**src/hdl/mmbd_pkg.sv**
```systemverilog
// Shared constants and types for the min/max bucket decimator.
// No dependencies; imported by every module of the block.
`default_nettype none
package mmbd_pkg;

  // fixed port widths of the sample and point fields
  localparam int FIELD_BITS     = 32;
  localparam int LEN_REG_BITS   = 24;
  localparam int BUDGET_BITS    = 16;

  // configuration port
  localparam int CFG_INDEX_BITS = 2;
  localparam int CFG_DATA_BITS  = 24;
  localparam logic [CFG_INDEX_BITS-1:0] REG_WINDOW_LENGTH = 2'd0;
  localparam logic [CFG_INDEX_BITS-1:0] REG_POINT_BUDGET  = 2'd1;
  localparam logic [BUDGET_BITS-1:0]    BUDGET_RESET      = 16'd256;

  // four points per bucket: bucket count is budget shifted down by two
  localparam int BUDGET_SHIFT = 2;

  // default parameter values
  localparam int COUNT_BITS_DEF = 24;
  localparam int VALUE_BITS_DEF = 32;
  localparam int TIME_BITS_DEF  = 32;

  // bucket record queue between front and back
  localparam int QUEUE_DEPTH = 2;

  typedef struct packed {
    logic full;
    logic not_empty;
  } mmbd_q_stat_t;

endpackage
`default_nettype wire

```
**src/hdl/mmbd_divider.sv**
```systemverilog
// Bucket width unit: ceil(window_length / max(budget/4, 1)), one quotient bit a cycle.
// Width is 1 instead when point_budget is 0 or window_length <= point_budget. Depends on mmbd_pkg.
`default_nettype none
module mmbd_divider #(
  parameter int COUNT_BITS = mmbd_pkg::COUNT_BITS_DEF,
  parameter int LEN_W      = mmbd_pkg::LEN_REG_BITS
) (
  input  logic                             clk,
  input  logic                             rst_n,
  input  logic                             start,
  input  logic [LEN_W-1:0]                 window_length,
  input  logic [mmbd_pkg::BUDGET_BITS-1:0] point_budget,
  output logic                             busy,
  output logic [COUNT_BITS-1:0]            bucket_width
);
  import mmbd_pkg::*;

  localparam int CW   = BUDGET_BITS - BUDGET_SHIFT;
  localparam int NB   = ((LEN_W > CW) ? LEN_W : CW) + 1;
  localparam int CMPW = (LEN_W > BUDGET_BITS) ? LEN_W : BUDGET_BITS;
  localparam int QW   = (NB > COUNT_BITS) ? NB : COUNT_BITS;
  localparam int IW   = $clog2(NB + 1);

  typedef enum logic {DIV_IDLE, DIV_RUN} div_state_t;

  div_state_t            state_r;
  logic                  start_r;
  logic [IW-1:0]         iter_r;
  logic [CW-1:0]         rem_r;
  logic [CW-1:0]         div_r;
  logic [NB-1:0]         num_r;
  logic [COUNT_BITS-1:0] width_r;

  logic [CW-1:0]         budget_q;
  logic [CW-1:0]         divisor;
  logic                  bypass;
  logic [NB-1:0]         numer;
  logic [CW:0]           trial;
  logic                  ge;
  logic [CW:0]           trial_sub;
  logic [NB-1:0]         num_step;
  logic [QW-1:0]         quot_ext;
  logic [COUNT_BITS-1:0] quot;

  // operand setup and one restoring step
  always_comb begin
    budget_q  = point_budget[BUDGET_BITS-1:BUDGET_SHIFT];
    divisor   = (budget_q == '0) ? CW'(1) : budget_q;
    bypass    = (point_budget == '0) ||
                (CMPW'(window_length) <= CMPW'(point_budget));
    numer     = NB'(window_length) + NB'(divisor) - NB'(1);
    trial     = {rem_r, num_r[NB-1]};
    ge        = (trial >= {1'b0, div_r});
    trial_sub = trial - {1'b0, div_r};
    num_step  = {num_r[NB-2:0], ge};
    quot_ext  = QW'(num_step);
    quot      = quot_ext[COUNT_BITS-1:0];
  end

  // sequencer, state and result
  always_ff @(posedge clk) begin
    if (!rst_n) begin
      state_r <= DIV_IDLE;
      start_r <= 1'b0;
      iter_r  <= '0;
      width_r <= COUNT_BITS'(1);
    end else begin
      start_r <= start;
      case (state_r)
        DIV_IDLE: begin
          if (start_r) begin
            if (bypass) begin
              width_r <= COUNT_BITS'(1);
            end else begin
              state_r <= DIV_RUN;
              iter_r  <= '0;
            end
          end
        end
        DIV_RUN: begin
          // a register write while running restarts from the new values
          if (start_r) begin
            iter_r <= '0;
            if (bypass) begin
              state_r <= DIV_IDLE;
              width_r <= COUNT_BITS'(1);
            end
          end else begin
            iter_r <= iter_r + IW'(1);
            if (iter_r == IW'(NB - 1)) begin
              state_r <= DIV_IDLE;
              width_r <= (quot == '0) ? COUNT_BITS'(1) : quot;
            end
          end
        end
        default: state_r <= DIV_IDLE;
      endcase
    end
  end

  // datapath registers
  always_ff @(posedge clk) begin
    if (start_r) begin
      rem_r <= '0;
      div_r <= divisor;
      num_r <= numer;
    end else if (state_r == DIV_RUN) begin
      rem_r <= ge ? trial_sub[CW-1:0] : trial[CW-1:0];
      num_r <= num_step;
    end
  end

  assign busy         = start_r || (state_r == DIV_RUN);
  assign bucket_width = width_r;

endmodule
`default_nettype wire

```
**src/hdl/mmbd_front.sv**
```systemverilog
// Front end: accepts samples, tracks first/min/max of the open bucket and
// pushes one bucket record when a bucket closes. Depends on mmbd_pkg.
`default_nettype none
module mmbd_front #(
  parameter int COUNT_BITS = mmbd_pkg::COUNT_BITS_DEF,
  parameter int VAL_W      = mmbd_pkg::VALUE_BITS_DEF,
  parameter int TIME_W     = mmbd_pkg::TIME_BITS_DEF,
  parameter int LEN_W      = mmbd_pkg::LEN_REG_BITS,
  parameter int REC_W      = 4 * (TIME_W + VAL_W) + 3 * COUNT_BITS + 1
) (
  input  logic                                   clk,
  input  logic                                   rst_n,
  input  logic                                   in_fire,
  input  logic [mmbd_pkg::FIELD_BITS-1:0]        sample_time,
  input  logic signed [mmbd_pkg::FIELD_BITS-1:0] sample_value,
  input  logic [LEN_W-1:0]                       window_length,
  input  logic [COUNT_BITS-1:0]                  derived_width,
  output logic                                   push,
  output logic [REC_W-1:0]                       record
);
  import mmbd_pkg::*;

  localparam int CI = COUNT_BITS + 1;

  logic [COUNT_BITS-1:0]   sample_index_r, bucket_pos_r, bucket_width_r;
  logic [TIME_W-1:0]       first_t_r, low_t_r, high_t_r;
  logic signed [VAL_W-1:0] first_v_r, low_v_r, high_v_r;
  logic [COUNT_BITS-1:0]   low_pos_r, high_pos_r;

  logic [TIME_W-1:0]       first_t_nxt, low_t_nxt, high_t_nxt;
  logic signed [VAL_W-1:0] first_v_nxt, low_v_nxt, high_v_nxt;
  logic [COUNT_BITS-1:0]   low_pos_nxt, high_pos_nxt;
  logic [COUNT_BITS-1:0]   sample_index_nxt, bucket_pos_nxt;

  logic                    at_start, new_bucket, end_window, end_bucket;
  logic [COUNT_BITS-1:0]   pos, bw;
  logic [TIME_W-1:0]       t;
  logic signed [VAL_W-1:0] v;
  logic [CI-1:0]           idx_inc, pos_inc;

  // bucket tracking
  always_comb begin
    at_start   = (sample_index_r == '0);
    pos        = at_start ? '0 : bucket_pos_r;
    bw         = at_start ? derived_width : bucket_width_r;
    new_bucket = (pos == '0);
    t          = sample_time[TIME_W-1:0];
    v          = $signed(sample_value[VAL_W-1:0]);

    first_t_nxt  = new_bucket ? t : first_t_r;
    first_v_nxt  = new_bucket ? v : first_v_r;
    low_t_nxt    = low_t_r;
    low_v_nxt    = low_v_r;
    low_pos_nxt  = low_pos_r;
    high_t_nxt   = high_t_r;
    high_v_nxt   = high_v_r;
    high_pos_nxt = high_pos_r;
    if (new_bucket) begin
      low_t_nxt    = t;
      low_v_nxt    = v;
      low_pos_nxt  = '0;
      high_t_nxt   = t;
      high_v_nxt   = v;
      high_pos_nxt = '0;
    end else begin
      // strict compares keep the earliest extreme on ties
      if (v < low_v_r) begin
        low_t_nxt   = t;
        low_v_nxt   = v;
        low_pos_nxt = pos;
      end
      if (v > high_v_r) begin
        high_t_nxt   = t;
        high_v_nxt   = v;
        high_pos_nxt = pos;
      end
    end

    idx_inc    = {1'b0, sample_index_r} + CI'(1);
    pos_inc    = {1'b0, pos} + CI'(1);
    end_window = (idx_inc >= CI'(window_length));
    end_bucket = end_window || (pos_inc >= {1'b0, bw});

    if (end_window) begin
      sample_index_nxt = '0;
      bucket_pos_nxt   = '0;
    end else begin
      sample_index_nxt = idx_inc[COUNT_BITS-1:0];
      bucket_pos_nxt   = end_bucket ? '0 : pos_inc[COUNT_BITS-1:0];
    end
  end

  // control state
  always_ff @(posedge clk) begin
    if (!rst_n) begin
      sample_index_r <= '0;
      bucket_pos_r   <= '0;
      bucket_width_r <= COUNT_BITS'(1);
    end else if (in_fire) begin
      sample_index_r <= sample_index_nxt;
      bucket_pos_r   <= bucket_pos_nxt;
      if (at_start) begin
        bucket_width_r <= bw;
      end
    end
  end

  // bucket payload
  always_ff @(posedge clk) begin
    if (in_fire) begin
      first_t_r  <= first_t_nxt;
      first_v_r  <= first_v_nxt;
      low_t_r    <= low_t_nxt;
      low_v_r    <= low_v_nxt;
      low_pos_r  <= low_pos_nxt;
      high_t_r   <= high_t_nxt;
      high_v_r   <= high_v_nxt;
      high_pos_r <= high_pos_nxt;
    end
  end

  // record: end flag, positions, then last/high/low/first points
  assign push   = in_fire && end_bucket;
  assign record = {end_window, pos, high_pos_nxt, low_pos_nxt,
                   v, t, high_v_nxt, high_t_nxt,
                   low_v_nxt, low_t_nxt, first_v_nxt, first_t_nxt};

endmodule
`default_nettype wire

```
**src/hdl/mmbd_queue.sv**
```systemverilog
// Small register queue of bucket records between front and back.
// Depends on mmbd_pkg for the status struct.
`default_nettype none
module mmbd_queue #(
  parameter int WIDTH = 8,
  parameter int DEPTH = mmbd_pkg::QUEUE_DEPTH
) (
  input  logic                   clk,
  input  logic                   rst_n,
  input  logic                   push,
  input  logic [WIDTH-1:0]       wr_data,
  input  logic                   pop,
  output logic [WIDTH-1:0]       rd_data,
  output mmbd_pkg::mmbd_q_stat_t stat
);
  import mmbd_pkg::*;

  localparam int PW = (DEPTH > 1) ? $clog2(DEPTH) : 1;
  localparam int NW = $clog2(DEPTH + 1);

  logic [WIDTH-1:0] mem_r [DEPTH];
  logic [PW-1:0]    wr_ptr_r, rd_ptr_r;
  logic [NW-1:0]    count_r;

  // pointers and fill count
  always_ff @(posedge clk) begin
    if (!rst_n) begin
      wr_ptr_r <= '0;
      rd_ptr_r <= '0;
      count_r  <= '0;
    end else begin
      if (push) begin
        wr_ptr_r <= (wr_ptr_r == PW'(DEPTH - 1)) ? '0 : wr_ptr_r + PW'(1);
      end
      if (pop) begin
        rd_ptr_r <= (rd_ptr_r == PW'(DEPTH - 1)) ? '0 : rd_ptr_r + PW'(1);
      end
      if (push && !pop) begin
        count_r <= count_r + NW'(1);
      end else if (pop && !push) begin
        count_r <= count_r - NW'(1);
      end
    end
  end

  // storage
  always_ff @(posedge clk) begin
    if (push) begin
      mem_r[wr_ptr_r] <= wr_data;
    end
  end

  assign rd_data        = mem_r[rd_ptr_r];
  assign stat.full      = (count_r == NW'(DEPTH));
  assign stat.not_empty = (count_r != '0);

endmodule
`default_nettype wire

```
**src/hdl/mmbd_back.sv**
```systemverilog
// Back end: orders the four candidate points of a bucket record by index, drops repeats
// and emits one word per cycle into the output register while out_stall does not hold it. Depends on mmbd_pkg.
`default_nettype none
module mmbd_back #(
  parameter int COUNT_BITS = mmbd_pkg::COUNT_BITS_DEF,
  parameter int VAL_W      = mmbd_pkg::VALUE_BITS_DEF,
  parameter int TIME_W     = mmbd_pkg::TIME_BITS_DEF,
  parameter int REC_W      = 4 * (TIME_W + VAL_W) + 3 * COUNT_BITS + 1
) (
  input  logic                                   clk,
  input  logic                                   rst_n,
  input  logic [REC_W-1:0]                       record,
  input  logic                                   rec_avail,
  output logic                                   pop,
  input  logic                                   out_stall,
  output logic                                   out_valid,
  output logic [mmbd_pkg::FIELD_BITS-1:0]        point_time,
  output logic signed [mmbd_pkg::FIELD_BITS-1:0] point_value,
  output logic                                   point_last
);
  import mmbd_pkg::*;

  localparam int PTW = TIME_W + VAL_W;
  localparam int PB  = 4 * PTW;

  logic [3:0]             done_r;
  logic                   out_valid_r;
  logic [FIELD_BITS-1:0]  point_time_r;
  logic [FIELD_BITS-1:0]  point_value_r;
  logic                   point_last_r;

  logic [COUNT_BITS-1:0]  low_pos, high_pos, pos, m1_pos, m2_pos;
  logic                   end_window, lo_first, final_one, load;
  logic [3:0]             keep, pending, sel_hot;
  logic [1:0]             pt_idx;
  logic [TIME_W-1:0]      sel_t;
  logic [VAL_W-1:0]       sel_v;

  // slot order: first, earlier extreme, later extreme, last
  always_comb begin
    low_pos    = record[PB +: COUNT_BITS];
    high_pos   = record[PB + COUNT_BITS +: COUNT_BITS];
    pos        = record[PB + 2 * COUNT_BITS +: COUNT_BITS];
    end_window = record[REC_W-1];
    lo_first   = (low_pos <= high_pos);
    m1_pos     = lo_first ? low_pos : high_pos;
    m2_pos     = lo_first ? high_pos : low_pos;
    keep       = {(pos != m2_pos), (m2_pos != m1_pos), (m1_pos != '0), 1'b1};
    pending    = keep & ~done_r;

    // lowest pending slot goes next
    if (pending[0]) begin
      sel_hot = 4'b0001;
      pt_idx  = 2'd0;
    end else if (pending[1]) begin
      sel_hot = 4'b0010;
      pt_idx  = lo_first ? 2'd1 : 2'd2;
    end else if (pending[2]) begin
      sel_hot = 4'b0100;
      pt_idx  = lo_first ? 2'd2 : 2'd1;
    end else begin
      sel_hot = 4'b1000;
      pt_idx  = 2'd3;
    end
    final_one = ((pending & ~sel_hot) == 4'b0000);

    case (pt_idx)
      2'd0:    {sel_v, sel_t} = record[0 +: PTW];
      2'd1:    {sel_v, sel_t} = record[PTW +: PTW];
      2'd2:    {sel_v, sel_t} = record[2 * PTW +: PTW];
      default: {sel_v, sel_t} = record[3 * PTW +: PTW];
    endcase

    load = rec_avail && (!out_valid_r || !out_stall);
    pop  = load && final_one;
  end

  // emitted-slot mask and output valid
  always_ff @(posedge clk) begin
    if (!rst_n) begin
      done_r      <= '0;
      out_valid_r <= 1'b0;
    end else begin
      if (load) begin
        done_r      <= final_one ? 4'b0000 : (done_r | sel_hot);
        out_valid_r <= 1'b1;
      end else if (!out_stall) begin
        out_valid_r <= 1'b0;
      end
    end
  end

  // output payload
  always_ff @(posedge clk) begin
    if (load) begin
      point_time_r  <= FIELD_BITS'(sel_t);
      point_value_r <= FIELD_BITS'(sel_v);
      point_last_r  <= end_window && final_one;
    end
  end

  assign out_valid   = out_valid_r;
  assign point_time  = point_time_r;
  assign point_value = $signed(point_value_r);
  assign point_last  = point_last_r;

endmodule
`default_nettype wire

```
**src/hdl/min_max_bucket_decimator.sv**
```systemverilog
// Min/max bucket decimator top level: config registers, width unit, front, queue, back.
// A point passes the record queue and the back end's output register before out_valid shows it.
// Throughput: one sample per cycle unless in_stall holds it; the back end emits one point per cycle
// unless out_stall holds it, up to four per bucket, and the two-record queue absorbs the bursts.
// A config write stalls the input while the bucket width divider runs one quotient bit per cycle;
// when the divider is bypassed, the stall lasts only while its registered start is pending.
// Reset: window_length 0, point_budget 256, bucket width 1, all control state cleared.
`default_nettype none
module min_max_bucket_decimator #(
  parameter int COUNT_BITS = mmbd_pkg::COUNT_BITS_DEF,
  parameter int VALUE_BITS = mmbd_pkg::VALUE_BITS_DEF,
  parameter int TIME_BITS  = mmbd_pkg::TIME_BITS_DEF
) (
  input  logic                                      clk,
  input  logic                                      rst_n,
  input  logic                                      in_valid,
  output logic                                      in_stall,
  input  logic [mmbd_pkg::FIELD_BITS-1:0]           in_sample_time,
  input  logic signed [mmbd_pkg::FIELD_BITS-1:0]    in_sample_value,
  output logic                                      out_valid,
  input  logic                                      out_stall,
  output logic [mmbd_pkg::FIELD_BITS-1:0]           out_point_time,
  output logic signed [mmbd_pkg::FIELD_BITS-1:0]    out_point_value,
  output logic                                      out_point_last,
  input  logic                                      cfg_valid,
  output logic                                      cfg_ready,
  input  logic [mmbd_pkg::CFG_INDEX_BITS-1:0]       cfg_index,
  input  logic [mmbd_pkg::CFG_DATA_BITS-1:0]        cfg_wdata
);
  import mmbd_pkg::*;

  localparam int VAL_W  = (VALUE_BITS < FIELD_BITS) ? VALUE_BITS : FIELD_BITS;
  localparam int TIME_W = (TIME_BITS < FIELD_BITS) ? TIME_BITS : FIELD_BITS;
  localparam int LEN_W  = (COUNT_BITS < LEN_REG_BITS) ? COUNT_BITS : LEN_REG_BITS;
  localparam int REC_W  = 4 * (TIME_W + VAL_W) + 3 * COUNT_BITS + 1;

  logic [LEN_W-1:0]       window_length_r;
  logic [BUDGET_BITS-1:0] point_budget_r;

  logic                   cfg_fire, in_fire;
  logic                   div_busy;
  logic [COUNT_BITS-1:0]  derived_width;
  logic                   push, pop;
  logic [REC_W-1:0]       push_rec, head_rec;
  mmbd_q_stat_t           q_stat;

  assign cfg_ready = 1'b1;
  assign cfg_fire  = cfg_valid && cfg_ready;
  assign in_stall  = div_busy || cfg_valid || q_stat.full;
  assign in_fire   = in_valid && !in_stall;

  // configuration registers
  always_ff @(posedge clk) begin
    if (!rst_n) begin
      window_length_r <= '0;
      point_budget_r  <= BUDGET_RESET;
    end else if (cfg_fire) begin
      case (cfg_index)
        REG_WINDOW_LENGTH: window_length_r <= cfg_wdata[LEN_W-1:0];
        REG_POINT_BUDGET:  point_budget_r  <= cfg_wdata[BUDGET_BITS-1:0];
        default:           ;
      endcase
    end
  end

  mmbd_divider #(
    .COUNT_BITS (COUNT_BITS),
    .LEN_W      (LEN_W)
  ) u_divider (
    .clk           (clk),
    .rst_n         (rst_n),
    .start         (cfg_fire),
    .window_length (window_length_r),
    .point_budget  (point_budget_r),
    .busy          (div_busy),
    .bucket_width  (derived_width)
  );

  mmbd_front #(
    .COUNT_BITS (COUNT_BITS),
    .VAL_W      (VAL_W),
    .TIME_W     (TIME_W),
    .LEN_W      (LEN_W),
    .REC_W      (REC_W)
  ) u_front (
    .clk           (clk),
    .rst_n         (rst_n),
    .in_fire       (in_fire),
    .sample_time   (in_sample_time),
    .sample_value  (in_sample_value),
    .window_length (window_length_r),
    .derived_width (derived_width),
    .push          (push),
    .record        (push_rec)
  );

  mmbd_queue #(
    .WIDTH (REC_W),
    .DEPTH (QUEUE_DEPTH)
  ) u_queue (
    .clk     (clk),
    .rst_n   (rst_n),
    .push    (push),
    .wr_data (push_rec),
    .pop     (pop),
    .rd_data (head_rec),
    .stat    (q_stat)
  );

  mmbd_back #(
    .COUNT_BITS (COUNT_BITS),
    .VAL_W      (VAL_W),
    .TIME_W     (TIME_W),
    .REC_W      (REC_W)
  ) u_back (
    .clk         (clk),
    .rst_n       (rst_n),
    .record      (head_rec),
    .rec_avail   (q_stat.not_empty),
    .pop         (pop),
    .out_stall   (out_stall),
    .out_valid   (out_valid),
    .point_time  (out_point_time),
    .point_value (out_point_value),
    .point_last  (out_point_last)
  );

  // no sample taken while the bucket width is being derived
  a_busy_stalls: assert property (@(posedge clk) disable iff (!rst_n)
    div_busy |-> !in_fire)
    else $error("sample accepted while bucket width divider busy");

  // a config write always starts a width update
  a_cfg_starts_div: assert property (@(posedge clk) disable iff (!rst_n)
    cfg_fire |=> div_busy)
    else $error("config write did not start width update");

  // queue never overflows
  a_no_overflow: assert property (@(posedge clk) disable iff (!rst_n)
    q_stat.full |-> !push)
    else $error("bucket record pushed into full queue");

  // settled bucket width is never zero
  a_width_nonzero: assert property (@(posedge clk) disable iff (!rst_n)
    !div_busy |-> (derived_width != '0))
    else $error("derived bucket width is zero");

endmodule
`default_nettype wire

```
**config.mk**
```make
export PLATFORM = sky130hd
export DESIGN_NAME = min_max_bucket_decimator
export DESIGN_NICKNAME = d
export VERILOG_FILES = /design/src/hdl/mmbd_pkg.sv /design/src/hdl/mmbd_divider.sv /design/src/hdl/mmbd_front.sv /design/src/hdl/mmbd_queue.sv /design/src/hdl/mmbd_back.sv /design/src/hdl/min_max_bucket_decimator.sv
export SDC_FILE = /design/constraint.sdc
export NUM_CORES = 2
export LEC_CHECK = 0
export ABC_AREA = 1
export BUFFER_PORTS_ARGS = -buffer_cell sky130_fd_sc_hd__buf_2
export CAP_MARGIN = 20
export CORE_MARGIN = 3
export CORE_UTILIZATION = 30
export CTS_CLUSTER_SIZE = 24
export DETAILED_ROUTE_END_ITERATION = 6
export MAX_ROUTING_LAYER = met4
export SYNTH_ARGS = -nofsm -noshare
export SYNTH_HDL_FRONTEND = slang
export SYNTH_SLANG_ARGS = --single-unit
export TNS_END_PERCENT = 5
```
**constraint.sdc**
```tcl
create_clock -name clk -period 23.9 [get_ports clk]
set_input_delay 0 -clock clk [delete_from_list [all_inputs] [get_ports clk]]
set_output_delay 0 -clock clk [all_outputs]
set_load 0.02 [all_outputs]
```
==> results_dict.tcl <==
set metrics [dict create \
    dieArea_um2 184000 \
    cpLargestDelayFamily "buffers and inverters" \
    routed_wl_mm 142 \
    rows 154 \
    cp-start-kind "flip-flop" \
    slowest_delay_ns 0.94 \
    skew_ns 0.0783 \
    syn2layout_area_growth_pct 14.9 \
    synth-seq-cells 1169 \
    required_ns 24.25 \
    grt_usage_pct 15.4 \
    cts_setup_buffers 0 \
    yosys.area_share.xor_xnor_pct 0.716 \
    clock_latency_ns 0.76 \
    cts_tree "done" \
    layout_worst_path_cycle_share_pct 33.5 \
    wire_per_inst_um 17.8 \
    ys_warn_count 0 \
    htree_levels 3 \
    critPathMaxFanout 75 \
    layout-drive-gt1-share_pct 8.28 \
    clock.fmax_mhz 125 \
    report.power.total_mw 4.78 \
    holdWs_ns 0.0685 \
    die_x_um 429 \
    post_cts_resized 0 \
    dp_hpwl_mm 85.1 \
    grt_antenna_before_repair 5 \
    layout_commonest_cell "nand2_1" \
    synth-async-reset-ratio_pct 0 \
    start_util_pct 30.3 \
    pin_count 163 \
    cp.arrival_ns 8.37 \
    ctsHoldBuffers 115 \
    layout.nets 5847 \
    crit_slowest_cell "buf_4" \
    synth_area_um2 53800 \
    antenna_left 0 \
    gp_congestion 0.881 \
    viasPerCell 4.79 \
    worst-setup-path-type "flip-flop to flip-flop" \
    drv_cap 0 \
    core_area_um2 177000 \
    finalCriticalPeriod_ns 8.02 \
    port_buffers 161 \
    seq_area_frac_synth_pct 62.1 \
    synthTopCellsByArea "edfxtp_1 56%, nand2_1 10%, dfxtp_1 6.2%" \
    numCtsBuffers 118 \
    crit_top_cell "nand2_1" \
    crit_path_end_kind "flip-flop" \
    drtPass1Iterations 6 \
    grt_pass1_vias 36855 \
    clk_pin_slew_ns 0.06 \
    synth_cells 5342 \
    finalSetupTns_ns 0 \
    path_buf_inv 9 \
    synth_nets 5653 \
    power.density_nw_per_um2 77.3 \
    power.leakage_nw 23.9 \
    synth-simple-area-share_pct 19.4 \
    overflow 0 \
    slew_viol_final 0 \
    nFillCells 17715 \
    rsz0062_at_grt "no" \
    drt_iter0_markers 3141 \
    hp-class "input pin to flip-flop" \
    yosys.area.top_type_share_pct 55.9 \
    yosys.area_share.adder_pct 5.07 \
    cts_sinks 1169 \
    synth_edf_count 1002 \
    multi_input_area_um2 17600 \
    synth.distinct_cells 60 \
    grt_pass1_wl_mm 219 \
    synth_top_family_by_area "simple AND/OR/NAND/NOR gates" \
    synth_area_leader_cell "edfxtp_1" \
    layout_common_cells "1,454 x nand2_1, 1,002 x edfxtp_1, 444 x inv_1" \
    synth_compound_area_share_pct 7.04 \
    dr_total_vias 38205 \
    regArea_um2 33400 \
    yosys_most_used_dff "edfxtp_1" \
    synth_area_per_cell_um2 10.1 \
    hold_violations 0 \
    synth_mux_area_share_pct 0.335 \
    die_h_um 429 \
    ir_drop_v 0.0000648 \
    tightestPinTransition_ns 1.24 \
    drc 0 \
    slew_headroom_pct 17.6 \
    grt_max_degree 180 \
    clock_path_buffers 3 \
    run_status "completed" \
    finalSetupViolations 0 \
    clk_root_buffer_cell "clkbuf_16" \
]
metrics by stage:
step / util (%) / cells / worst slack [ns] / instance area (um2)
3_3_place_gp: 32.1 / 7639 / 15.97 / 56900
3_5_place_dp: 32.1 / 7639 / 15.95 / 56900
6_report: 34.9 / 7971 / 15.88 / 61800
2_1_floorplan: - / 5342 / 4.31 / 53800
5_1_grt: 34.9 / 7970 / 15.20 / 61800
4_1_cts: 34.9 / 7966 / 15.89 / 61800
per-layer routing:
metal	vias to the layer above	global-route usage, %	part of all wire, %
li1	18648	-	-
met1	18381	20.3	45
met2	974	25.1	48
met3	202	1.99	4.9
met4	0	3.88	2.3
met5	-	-	0
sequential cells by signal (all words and copies together), names as in the netlist, 25 cells and up, named ones only:
name,flops
u_front.high_t_r,32
u_front.high_v_r,32
u_front.low_v_r,32
u_front.low_t_r,32
u_divider.num_r,25
u_back.point_value,32
u_queue.mem_r,658
u_back.point_time,32
u_front.first_v_r,32
u_front.first_t_r,32
layout make-up:
| class | count | area share (%) |
|---|---|---|
| multi-input combinational | 3457 | 28.4 |
| timing repair buffer | 327 | 3.86 |
| clock inverter | 54 | 0.917 |
| antenna | 3 | 0.0121 |
| sequential | 1169 | 54.1 |
| tap | 2340 | 4.74 |
| clock buffer | 158 | 5.10 |
| inverter | 463 | 2.86 |
final timing paths:
path | startpoint | to | slack, ns | cells after the start
worst min register to register | u_divider.bucket_width[12] | u_divider.bucket_width[12] | 0.46 | 2
worst max register to register | u_front.sample_index_r[0] | u_queue.mem_r[0][220] | 15.88 | 30
worst min-delay path | in_sample_time[24] | u_queue.mem_r[0][216] | 0.07 | 2
worst max-delay path | u_front.sample_index_r[0] | u_queue.mem_r[0][220] | 15.88 | 30
where the power goes:
group / internal (mW) / switching (mW) / total [mW]
registers: 2.36 / 0.0444 / 2.41
clock network: 1.00 / 0.798 / 1.80
logic: 0.164 / 0.403 / 0.567
total: 3.53 / 1.25 / 4.78
cell usage after synthesis, types with 13 or more instances:
master / count
nor2_1: 438
o21ai_0: 323
nor4_1: 18
mux2i_1: 18
nor3_1: 30
buf_2: 48
xor2_1: 40
nand4_1: 126
inv_2: 13
dfxtp_1: 167
or2_2: 54
inv_1: 447
a211oi_1: 36
or3_1: 65
ha_1: 214
o21ai_1: 18
edfxtp_1: 1002
a21oi_1: 276
nand2_1: 1455
clkbuf_1: 180
nand3b_1: 13
nand3_1: 247
cells by family (layout without fill, tap and decap cells):
family          count (synthesis)  in the layout
compound gates                708            708
xor+xnor                       44             44
fa+ha+maj                     217            217
buf+inv                       716           1002
flops                        1169           1169
mux                            18             18
other cells                     1              4
simple gates                 2469           2469
(Power assumes the default switching activity.)
